==> config.mk <==
export PLATFORM = sky130hd
export DESIGN_NAME = idle_timeout_frame_receiver
export DESIGN_NICKNAME = d
export VERILOG_FILES = /design/src/sv/itfr_pkg.sv /design/src/sv/itfr_frame_mem.sv /design/src/sv/idle_timeout_frame_receiver.sv
export VERILOG_INCLUDE_DIRS = /design/src /design/src/sv
export SDC_FILE = /design/constraint.sdc
export NUM_CORES = 1
export LEC_CHECK = 0
export BUFFER_PORTS_ARGS = -buffer_cell sky130_fd_sc_hd__buf_2
export CAP_MARGIN = 10
export CORE_ASPECT_RATIO = 0.6
export CORE_MARGIN = 5
export CORE_UTILIZATION = 35
export CTS_CLUSTER_SIZE = 10
export DETAILED_ROUTE_END_ITERATION = 16
export PLACE_DENSITY = 0.54
export REMOVE_ABC_BUFFERS = 1
export SLEW_MARGIN = 20
export SYNTH_ARGS = -nofsm -noshare
export SYNTH_HDL_FRONTEND = slang
export SYNTH_SLANG_ARGS = --single-unit
==> constraint.sdc <==
create_clock -name clock -period 7.6 [get_ports clock]
set_input_delay 1.52 -clock clock [delete_from_list [all_inputs] [get_ports clock]]
set_output_delay 1.52 -clock clock [all_outputs]
set_load 0.01 [all_outputs]
==> src/sv/idle_timeout_frame_receiver_assert.svh <==
// ----------------------------------------------------------------------------
// idle timeout frame receiver assertion macros
// clocked property wrappers used by the receiver design file
// ----------------------------------------------------------------------------
`ifndef IDLE_TIMEOUT_FRAME_RECEIVER_ASSERT_SVH
`define IDLE_TIMEOUT_FRAME_RECEIVER_ASSERT_SVH

// same-cycle implication, disabled during reset
`define ITFR_ASSERT_NOW(label, ante, cons, msg) \
   label: assert property (@(posedge clock) disable iff (reset) (ante) |-> (cons)) \
      else $error(msg);

// next-cycle implication, disabled during reset
`define ITFR_ASSERT_NEXT(label, ante, cons, msg) \
   label: assert property (@(posedge clock) disable iff (reset) (ante) |=> (cons)) \
      else $error(msg);

`endif

==> src/sv/itfr_pkg.sv <==
`timescale 1ns / 1ps
// ----------------------------------------------------------------------------
// itfr_pkg
// shared types and constants of the idle timeout frame receiver
// ----------------------------------------------------------------------------
package itfr_pkg;

   localparam int unsigned BUF_DEPTH_DEFAULT = 64;
   localparam int unsigned KIND_W            = 2;
   localparam int unsigned BYTE_W            = 8;
   localparam int unsigned LENGTH_W          = 7;
   localparam int unsigned TICKS_W           = 16;

   localparam logic [TICKS_W-1:0] QUIET_TICKS_RESET = 16'd10;

   typedef enum logic [KIND_W-1:0] {
      KIND_BYTE  = 2'd0,
      KIND_TICK  = 2'd1,
      KIND_FETCH = 2'd2,
      KIND_NONE  = 2'd3
   } kind_type;

endpackage

==> src/sv/itfr_frame_mem.sv <==
`timescale 1ns / 1ps
// ----------------------------------------------------------------------------
// itfr_frame_mem
// frame byte store, one write and one registered read port
// ----------------------------------------------------------------------------
module itfr_frame_mem #(
   parameter int unsigned DEPTH  = 64,
   parameter int unsigned ADDR_W = 6
) (
   input  logic                          clock,
   input  logic                          wr_en,
   input  logic [ADDR_W-1:0]             wr_addr,
   input  logic [itfr_pkg::BYTE_W-1:0]   wr_data,
   input  logic                          rd_en,
   input  logic [ADDR_W-1:0]             rd_addr,
   output logic [itfr_pkg::BYTE_W-1:0]   rd_data
);
   import itfr_pkg::*;

   logic [BYTE_W-1:0] mem [DEPTH];
   logic [BYTE_W-1:0] rd_data_ff;

   always_ff @(posedge clock) begin
      if (wr_en) begin
         mem[wr_addr] <= wr_data;
      end
      if (rd_en) begin
         rd_data_ff <= mem[rd_addr];
      end
   end

   assign rd_data = rd_data_ff;

endmodule

==> src/sv/idle_timeout_frame_receiver.sv <==
`timescale 1ns / 1ps
// ----------------------------------------------------------------------------
// idle_timeout_frame_receiver
// collects bytes into a frame store and closes the frame after a quiet gap
// ----------------------------------------------------------------------------
// byte and tick transfers: no result, a new one every cycle while idle and the output is free
// not-ready fetch: result registered in the cycle after the transfer
// ready fetch of n bytes: one store read plus one output load each byte, the load
//   waiting while the output is held, paced by the single read port of the frame store
// reset (synchronous): count, countdown and ready cleared, quiet_ticks to 10;
//   the frame store is not cleared, only written entries are ever read
`include "idle_timeout_frame_receiver_assert.svh"

module idle_timeout_frame_receiver #(
   parameter int unsigned BUF_DEPTH = itfr_pkg::BUF_DEPTH_DEFAULT
) (
   input  logic                            clock,
   input  logic                            reset,
   // request channel
   input  logic                            req_valid,
   output logic                            req_ready,
   input  logic [itfr_pkg::KIND_W-1:0]     req_kind,
   input  logic [itfr_pkg::BYTE_W-1:0]     req_rx_byte,
   // result channel
   output logic                            rsp_valid,
   input  logic                            rsp_ready,
   output logic                            rsp_frame_ok,
   output logic [itfr_pkg::BYTE_W-1:0]     rsp_frame_byte,
   output logic [itfr_pkg::LENGTH_W-1:0]   rsp_frame_length,
   output logic                            rsp_last,
   // configuration write channel
   input  logic                            csr_valid,
   output logic                            csr_ready,
   input  logic [itfr_pkg::TICKS_W-1:0]    csr_quiet_ticks
);
   import itfr_pkg::*;

   // store address and byte count widths follow the depth
   localparam int unsigned ADDR_W = (BUF_DEPTH > 1) ? $clog2(BUF_DEPTH) : 1;
   localparam int unsigned CNT_W  = $clog2(BUF_DEPTH + 1);

   // idle: takes transfers; read: issue store read; load: move byte to output
   typedef enum logic [1:0] {
      ST_IDLE,
      ST_READ,
      ST_LOAD
   } state_type;

   state_type              state_ff,       state_in;
   logic [CNT_W-1:0]       count_ff,       count_in;
   logic [TICKS_W-1:0]     countdown_ff,   countdown_in;
   logic                   frame_ready_ff, frame_ready_in;
   logic [TICKS_W-1:0]     quiet_ticks_ff, quiet_ticks_in;
   logic [ADDR_W-1:0]      rd_idx_ff,      rd_idx_in;
   logic                   rsp_valid_ff,   rsp_valid_in;
   logic                   rsp_ok_ff,      rsp_ok_in;
   logic [BYTE_W-1:0]      rsp_byte_ff,    rsp_byte_in;
   logic [LENGTH_W-1:0]    rsp_length_ff,  rsp_length_in;
   logic                   rsp_last_ff,    rsp_last_in;

   logic                   out_free;
   logic                   req_xfer;
   logic                   load_xfer;
   logic                   rd_is_last;
   logic                   mem_wr_en;
   logic                   mem_rd_en;
   logic [BYTE_W-1:0]      mem_rd_data;
   kind_type               kind;

   assign kind       = kind_type'(req_kind);
   // output register can take a new result this cycle
   assign out_free   = !rsp_valid_ff || rsp_ready;
   assign req_ready  = (state_ff == ST_IDLE) && out_free;
   assign req_xfer   = req_valid && req_ready;
   assign load_xfer  = (state_ff == ST_LOAD) && out_free;
   assign rd_is_last = (CNT_W'(rd_idx_ff) + CNT_W'(1)) == count_ff;

   // append only while the store has room
   assign mem_wr_en  = req_xfer && (kind == KIND_BYTE) && (count_ff < CNT_W'(BUF_DEPTH));
   assign mem_rd_en  = (state_ff == ST_READ);

   itfr_frame_mem #(
      .DEPTH  (BUF_DEPTH),
      .ADDR_W (ADDR_W)
   ) u_frame_mem (
      .clock   (clock),
      .wr_en   (mem_wr_en),
      .wr_addr (count_ff[ADDR_W-1:0]),
      .wr_data (req_rx_byte),
      .rd_en   (mem_rd_en),
      .rd_addr (rd_idx_ff),
      .rd_data (mem_rd_data)
   );

   assign csr_ready = 1'b1;

   always_comb begin
      state_in       = state_ff;
      count_in       = count_ff;
      countdown_in   = countdown_ff;
      frame_ready_in = frame_ready_ff;
      quiet_ticks_in = quiet_ticks_ff;
      rd_idx_in      = rd_idx_ff;
      rsp_valid_in   = rsp_valid_ff && !rsp_ready;
      rsp_ok_in      = rsp_ok_ff;
      rsp_byte_in    = rsp_byte_ff;
      rsp_length_in  = rsp_length_ff;
      rsp_last_in    = rsp_last_ff;

      if (csr_valid) begin
         quiet_ticks_in = csr_quiet_ticks;
      end

      case (state_ff)
         ST_IDLE: begin
            if (req_xfer) begin
               case (kind)
                  KIND_BYTE: begin
                     if (mem_wr_en) begin
                        count_in     = count_ff + CNT_W'(1);
                        countdown_in = quiet_ticks_ff;
                     end
                  end
                  KIND_TICK: begin
                     if (countdown_ff != '0) begin
                        countdown_in = countdown_ff - TICKS_W'(1);
                        // countdown hits zero with bytes held: frame closes
                        if ((countdown_ff == TICKS_W'(1)) && (count_ff != '0)) begin
                           frame_ready_in = 1'b1;
                        end
                     end
                  end
                  KIND_FETCH: begin
                     if (frame_ready_ff && (count_ff != '0)) begin
                        rd_idx_in = '0;
                        state_in  = ST_READ;
                     end else begin
                        // not-ready answer, also clears a stale ready flag
                        frame_ready_in = 1'b0;
                        rsp_valid_in   = 1'b1;
                        rsp_ok_in      = 1'b0;
                        rsp_byte_in    = '0;
                        rsp_length_in  = '0;
                        rsp_last_in    = 1'b1;
                     end
                  end
                  default: begin
                  end
               endcase
            end
         end
         ST_READ: begin
            state_in = ST_LOAD;
         end
         ST_LOAD: begin
            if (load_xfer) begin
               rsp_valid_in  = 1'b1;
               rsp_ok_in     = 1'b1;
               rsp_byte_in   = mem_rd_data;
               rsp_length_in = LENGTH_W'(count_ff);
               rsp_last_in   = rd_is_last;
               if (rd_is_last) begin
                  // frame delivered: empty the store
                  count_in       = '0;
                  frame_ready_in = 1'b0;
                  state_in       = ST_IDLE;
               end else begin
                  rd_idx_in = rd_idx_ff + ADDR_W'(1);
                  state_in  = ST_READ;
               end
            end
         end
         default: begin
            state_in = ST_IDLE;
         end
      endcase
   end

   always_ff @(posedge clock) begin
      if (reset) begin
         state_ff       <= ST_IDLE;
         count_ff       <= '0;
         countdown_ff   <= '0;
         frame_ready_ff <= 1'b0;
         quiet_ticks_ff <= QUIET_TICKS_RESET;
         rd_idx_ff      <= '0;
         rsp_valid_ff   <= 1'b0;
      end else begin
         state_ff       <= state_in;
         count_ff       <= count_in;
         countdown_ff   <= countdown_in;
         frame_ready_ff <= frame_ready_in;
         quiet_ticks_ff <= quiet_ticks_in;
         rd_idx_ff      <= rd_idx_in;
         rsp_valid_ff   <= rsp_valid_in;
      end
      // result payload, no reset needed
      rsp_ok_ff     <= rsp_ok_in;
      rsp_byte_ff   <= rsp_byte_in;
      rsp_length_ff <= rsp_length_in;
      rsp_last_ff   <= rsp_last_in;
   end

   assign rsp_valid        = rsp_valid_ff;
   assign rsp_frame_ok     = rsp_ok_ff;
   assign rsp_frame_byte   = rsp_byte_ff;
   assign rsp_frame_length = rsp_length_ff;
   assign rsp_last         = rsp_last_ff;

   // byte count stays within the store
   `ITFR_ASSERT_NOW(a_count_bound, 1'b1, count_ff <= CNT_W'(BUF_DEPTH),
      "byte count beyond store depth")

   // a ready frame always holds bytes
   `ITFR_ASSERT_NOW(a_ready_nonempty, frame_ready_ff, count_ff != '0,
      "frame ready with empty store")

   // the read index never passes the held bytes
   `ITFR_ASSERT_NOW(a_rd_idx_bound, state_ff != ST_IDLE,
      CNT_W'(rd_idx_ff) < count_ff, "read index beyond byte count")

   // the last byte load empties the store and returns to idle
   `ITFR_ASSERT_NEXT(a_last_clears, load_xfer && rd_is_last,
      (count_ff == '0) && !frame_ready_ff && (state_ff == ST_IDLE),
      "frame not cleared after last byte")

endmodule

Yosys cells after proc, flatten, opt, wreduce, memory -nomap -nowiden
Memory sizes are Yosys's and may differ from the RTL's. A register that Yosys moved wholly into a read port is not among the register bits. Cells that the tools add are included.

Register bits after elaboration: 66. RAM bits: 512. Output and inout bits: 20. Word-level logic and storage cells: 116. Memories: 1.

$add $sub $neg: 4. $lt $le $gt $ge: 1. Equal/unequal tests: 21. Multiplexer cells: 55. Reduce and logical (&&, ||, !) cells: 23.

Memory list: u_frame_mem.mem (depth 64, width 8, read ports 1, clocked after Yosys merged registers in 1, write ports 1, line itfr_frame_mem.sv:20) `logic [BYTE_W-1:0] mem [DEPTH];`.

Operator list (count): 7-bit 2-to-1 mux (9); 16-bit 2-to-1 mux (2); 8-bit 2-to-1 mux (4); 16-bit one-hot mux with 2 select lines (1); 6-bit 2-to-1 mux (5); 7-bit one-hot mux with 2 select lines (2); 1-bit 2-to-1 mux (20); 16-bit by 1-bit equality test with 1-bit output (second input constant) (1); 2-bit != test (second input constant) (8); 8-bit one-hot mux with 2 select lines (1); 16-bit nonzero test (1); 16-bit by 1-bit subtractor with 16-bit output (second input constant) (1); 6-bit one-hot mux with 2 select lines (1); 6-bit AND reduction (2); 1-bit one-hot mux with 2 select lines (5); 5-bit AND reduction (2); 3-bit != test (second input constant) (3); 1-bit logical AND (8); 2-bit 2-to-1 mux (4); 8-bit AND reduction (1); 6-bit by 1-bit adder with 7-bit output (second input constant) (1); 7-bit by 1-bit adder with 7-bit output (second input constant) (1); 7-bit equality test (1); 7-bit less-than comparator (second input constant) (1); other kinds (12) (19).

Logic depth before layout (Yosys ltp)
Word-level depth: 10. Gate-level depth with buffers: 9.

Cells and area by module
Synthesis repeated with hierarchy kept, for this count alone.

Cells, all modules: 1319. Area, all modules: 23707.7 sq um.

By module, submodules not included: itfr_frame_mem (times used 1, cells an instance 940, area an instance 20246.9 sq um, seq. area each 15615.0 sq um); idle_timeout_frame_receiver (times used 1, cells an instance 379, area an instance 3460.8 sq um, seq. area each 1491.4 sq um).

Least setup slack after synthesis
No wires, ideal clock.

Path type: input -> register. From: in req_kind[1] in the netlist's numbering. To: mem u_frame_mem.mem[53][0], enable pin. Setup time: 0.370 ns. Arrival: 3.240 ns. Data required time: 7.230 ns. Slack: 3.989 ns. Stages on the path: 5. Cells stage by stage: or4b_1 -> nor4_2 -> buf_2 -> nand4b_1 -> nor2_1.

Cells in the longest elaborated chain, start to end: 5.

Ends and longest elaborated chain: start, declared (line idle_timeout_frame_receiver.sv:22) `input logic [itfr_pkg::KIND_W-1:0] req_kind,`; 2-bit zero test (line idle_timeout_frame_receiver.sv:79) `assign mem_wr_en = req_xfer && (kind == KIND_BYTE) && (count_ff < CNT_W'(BUF_DEPTH));`; 1-bit logical AND (2 in series) (line idle_timeout_frame_receiver.sv:79); 1-bit 2-to-1 mux (line itfr_frame_mem.sv:24) `if (wr_en) begin`; 1-bit 2-to-1 mux (implied by the code) (line itfr_frame_mem.sv:25) `mem[wr_addr] <= wr_data;`; end, declared (line itfr_frame_mem.sv:20).

Every way passes these cells.

Final worst setup path
From: in req_kind[1] in the netlist's numbering. To: mem u_frame_mem.mem[8][6], enable pin.

The elaborated chain is that of the path after synthesis.

==> metrics.txt <==
# TYPE chip_impl_metric gauge
chip_impl_metric{name="worst-endpoint-arrival",unit="ns"} 4.23
chip_impl_info{name="leading_cell_type_by_number_of_instances_after_synthesis",value="sky130_fd_sc_hd__edfxtp_1"} 1
chip_impl_metric{name="synthAdderAreaFrac",unit=""} 0.00321
chip_impl_info{name="clock_tree.root_cell",value="sky130_fd_sc_hd__clkbuf_16"} 1
chip_impl_metric{name="fp.coreArea",unit="µm²"} 66200
chip_impl_metric{name="fp.dieW",unit="µm"} 344
chip_impl_metric{name="tns",unit="ns"} 0
chip_impl_metric{name="rr_worst_depth",unit=""} 6
chip_impl_metric{name="dpl.cell_count",unit=""} 2128
chip_impl_metric{name="drtPass1Iterations",unit=""} 5
chip_impl_metric{name="grt_overflow",unit=""} 0
chip_impl_info{name="worst_path_max_delay_cell",value="sky130_fd_sc_hd__nor2_1"} 1
chip_impl_info{name="r2r-end",value="u_frame_mem.rd_data[7]"} 1
chip_impl_metric{name="grt_antenna_before_repair",unit=""} 4
chip_impl_info{name="status",value="complete, no violations"} 1
chip_impl_metric{name="syn_inst",unit=""} 1237
chip_impl_metric{name="io_pins",unit=""} 51
chip_impl_metric{name="cts_post_setup_buffers_inserted",unit=""} 0
chip_impl_info{name="cts_tree",value="yes"} 1
chip_impl_metric{name="postSynthRegisterBits",unit=""} 586
chip_impl_metric{name="final_area",unit="µm²"} 26500
chip_impl_metric{name="io_buffer_count",unit=""} 49
chip_impl_metric{name="leakage_power_figure",unit="µW"} 0.00799
chip_impl_metric{name="nNetsFinal",unit=""} 1335
chip_impl_metric{name="grt_util_all_layers",unit=""} 0.165
chip_impl_metric{name="first_global_vias",unit=""} 11700
chip_impl_metric{name="post_route_wl",unit="mm"} 60.1
chip_impl_info{name="min-delay-path-class",value="reg -> reg"} 1
chip_impl_metric{name="vias_per_instance",unit=""} 5.54
chip_impl_metric{name="worst_tran_pin_value",unit="ns"} 1.12
chip_impl_metric{name="grt_pass1_wl",unit="mm"} 86.3
chip_impl_metric{name="dp_hpwl",unit="mm"} 35.4
chip_impl_metric{name="netlist_area",unit="µm²"} 23400
chip_impl_metric{name="cts.clk_slew.worst_paths",unit="ns"} 0.05
chip_impl_metric{name="area_fraction_in_compound_gates_after_synthesis",unit=""} 0.0284
chip_impl_metric{name="slowest_cell_delay_on_critical_path",unit="ns"} 0.72
chip_impl_metric{name="power.density_cell_area",unit="nW/µm²"} 250
chip_impl_metric{name="post_dp_cell_area",unit="µm²"} 24600
chip_impl_info{name="worstHoldEndpoint",value="countdown_ff[7]"} 1
chip_impl_metric{name="dr_vias",unit=""} 12300
chip_impl_metric{name="ctsLongestPathBuffers",unit=""} 3
chip_impl_metric{name="post_synth_xor_area_fraction",unit=""} 0.00224
chip_impl_metric{name="drt-wirelength-per-cell",unit="µm"} 27.1
chip_impl_metric{name="worst_ir_drop_vdd",unit="µV"} 138
chip_impl_metric{name="final_period_demand_of_the_worst_path",unit="ns"} 4.02
chip_impl_metric{name="r2r_setup_slack",unit="ns"} 3.85
chip_impl_info{name="end_kind",value="flop"} 1
chip_impl_metric{name="design.die.area",unit="µm²"} 72400
chip_impl_info{name="netlist_top_cells_area",value="sky130_fd_sc_hd__edfxtp_1 (69%), sky130_fd_sc_hd__mux4_2 (15%), sky130_fd_sc_hd__dfxtp_1 (4.2%)"} 1
chip_impl_info{name="post_synth_top_flop",value="sky130_fd_sc_hd__edfxtp_1"} 1
chip_impl_metric{name="max-cap-violations",unit=""} 0
chip_impl_metric{name="critical_path_fanouts_max",unit=""} 14
chip_impl_metric{name="timing_hold_violations_final",unit=""} 0
chip_impl_metric{name="maxClockFrequency",unit="MHz"} 249
chip_impl_metric{name="report.final.slew_viol_count",unit=""} 0
chip_impl_metric{name="initialDrtViolationCount",unit=""} 1555
chip_impl_metric{name="final.setup_skew",unit="ns"} 0.0193
chip_impl_metric{name="synth-edff-count",unit=""} 537
chip_impl_metric{name="netlist.area_leader.share",unit=""} 0.688
chip_impl_metric{name="post-place-ws",unit="ns"} 3.02
chip_impl_metric{name="area.growth.synth_to_final",unit="%"} 13.0
chip_impl_metric{name="rows",unit=""} 73
chip_impl_metric{name="cts_inserted_buffers",unit=""} 68
chip_impl_metric{name="muxShareOfSynthArea",unit=""} 0.168
chip_impl_metric{name="synth.yosys.warnings",unit=""} 0
chip_impl_metric{name="proportion_of_synthesized_chip_area_in_sequential_cells",unit=""} 0.730
chip_impl_metric{name="final_cells",unit=""} 2219
chip_impl_metric{name="ctsHtreeMaxLevel",unit=""} 3
chip_impl_info{name="synthTopCellsByCount",value="sky130_fd_sc_hd__edfxtp_1 (537), sky130_fd_sc_hd__mux4_2 (160), sky130_fd_sc_hd__nor2_1 (119), sky130_fd_sc_hd__nand2_1 (51), sky130_fd_sc_hd__dfxtp_1 (49)"} 1
chip_impl_metric{name="fp.dieH",unit="µm"} 210
chip_impl_metric{name="asyncSetResetFlopFracSynth",unit=""} 0
chip_impl_info{name="synthDominantAreaCellType",value="sky130_fd_sc_hd__edfxtp_1"} 1
chip_impl_metric{name="clock_insertion_delay_worst_skew",unit="ns"} 0.59
chip_impl_metric{name="cp_data_required_time",unit="ns"} 7.81
chip_impl_metric{name="whs_path_depth",unit=""} 2
chip_impl_metric{name="remaining_drc_errors",unit=""} 0
chip_impl_info{name="cp-start-kind",value="input port"} 1
chip_impl_info{name="path_class",value="in -> reg"} 1
chip_impl_metric{name="power_consumption",unit="µW"} 6620
chip_impl_metric{name="initial_utilization",unit=""} 0.354
chip_impl_metric{name="basic_gate_share_of_the_synthesized_area_counting_and_or_nand_and_nor_cells",unit=""} 0.0518
chip_impl_metric{name="timing.max_slew.rel_slack",unit=""} 0.248
chip_impl_metric{name="final_layout_size_suffix_gt1_frac",unit=""} 0.241
chip_impl_info{name="grt_setup_unrepaired",value="false"} 1
chip_impl_metric{name="holdBufCountCts",unit=""} 0
chip_impl_metric{name="fin_ws",unit="ns"} 3.58
chip_impl_info{name="worst_hold_startpoint",value="countdown_ff[7]"} 1
chip_impl_info{name="worstReg2RegStart",value="rd_idx_ff[0]"} 1
chip_impl_metric{name="final-setup-viol-count",unit=""} 0
chip_impl_metric{name="routabilityCongestion",unit=""} 0.809
chip_impl_metric{name="ctsResizeCount",unit=""} 0
chip_impl_metric{name="grt_max_degree",unit=""} 89
chip_impl_metric{name="synth_area_per_cell",unit="µm²"} 18.9
chip_impl_metric{name="netlist-cell-type-count",unit=""} 58
chip_impl_info{name="crit_chain",value="buf_2, or4b_1, nor4_2, buf_4, nor2b_1, nand3b_1, nor2_1"} 1
chip_impl_metric{name="layout_worst_path_cycle_share",unit=""} 0.529
chip_impl_metric{name="tritoncts_num_sinks",unit=""} 586
chip_impl_metric{name="route.antenna.remaining_nets",unit=""} 0
chip_impl_info{name="main_combinational_cell_family_by_area_after_synthesis",value="multiplexers"} 1
state kept, by name, indices dropped and copies added (netlist names):
name / cells
state_ff: 2
rsp_frame_length: 7
quiet_ticks_ff: 16
countdown_ff: 16
rsp_frame_ok: 1
rsp_frame_byte: 8
u_frame_mem.rd_data: 8
frame_ready_ff: 1
rsp_valid: 1
rd_idx_ff: 6
rsp_last: 1
u_frame_mem.mem: 512
count_ff: 7
how the worst max path moves through the flow:
stage                 startpoint                     end  slack, ns
floorplan           rd_idx_ff[0]            rd_idx_ff[0]       0.07
global placement     req_kind[1]   u_frame_mem.mem[9][6]       3.09
detailed placement   req_kind[1]  u_frame_mem.mem[13][4]       3.02
CTS                  req_kind[1]  u_frame_mem.mem[13][5]       3.63
global route         req_kind[1]   u_frame_mem.mem[8][3]       3.42
finish               req_kind[1]   u_frame_mem.mem[8][6]       3.58
kinds of logic (layout without fill, tap and decap cells):
kind of cell,Yosys count,in the layout
other cells,1,3
buf+inv,80,160
flops,586,586
compound gates,104,104
mux,191,191
xor+xnor,6,6
fa+ha+maj,6,6
simple gates,263,263
cell usage in the layout (no fill, tap or decap), drive strengths merged, types with 5 or more instances in the layout:
cell type and count:
nor2 119, ha 6, a21oi 26, clkbuf 85
buf 62, and2 15, o21ai 34, nor3 14
or3 7, a211oi 5, dfxtp 49, nor4 6
mux2i 23, mux4 160, o31ai 5, nor2b 7
nand3b 5, nand3 18, nand2 51, a31oi 8
inv 11, mux2 8, edfxtp 537
routing by layer:
| layer | share of wire | global-route usage |
|---|---|---|
| met3 | 0.12 | 0.0647 |
| met4 | 0.012 | 0.0296 |
| met1 | 0.49 | 0.271 |
| met2 | 0.38 | 0.202 |
| met5 | 0.0016 | 0.00977 |
cell type report:
type	instances	area (µm²)
Timing Repair Buffer	62	375
Clock inverter	4	50.0
Antenna cell	2	5.00
Tap cell	900	1130
Inverter	9	33.8
Sequential cell	586	17100
Fill cell	5868	39700
Multi-Input combinational cell	571	5940
Clock buffer	85	1830
per-stage QoR:
step	hold WS, ns	utilization
after detailed placement	0.467	0.371
after floorplan	0.443	-
after CTS	0.473	0.400
after global routing	0.489	0.400
final	0.473	0.400
after global placement	0.459	0.371
power breakdown:
part | switching [µW] | leakage, µW | internal, µW
clock | 1220 | 0.000914 | 1680
sequential | 10.3 | 0.00523 | 3530
combinational | 134 | 0.00185 | 44.8
critical path: cells and delay by family:
family,cells,cell delay (ns)
buffers and inverters,2,0.40
AND/OR/NAND/NOR,5,2.29
Power figures use the tool's default switching activity.
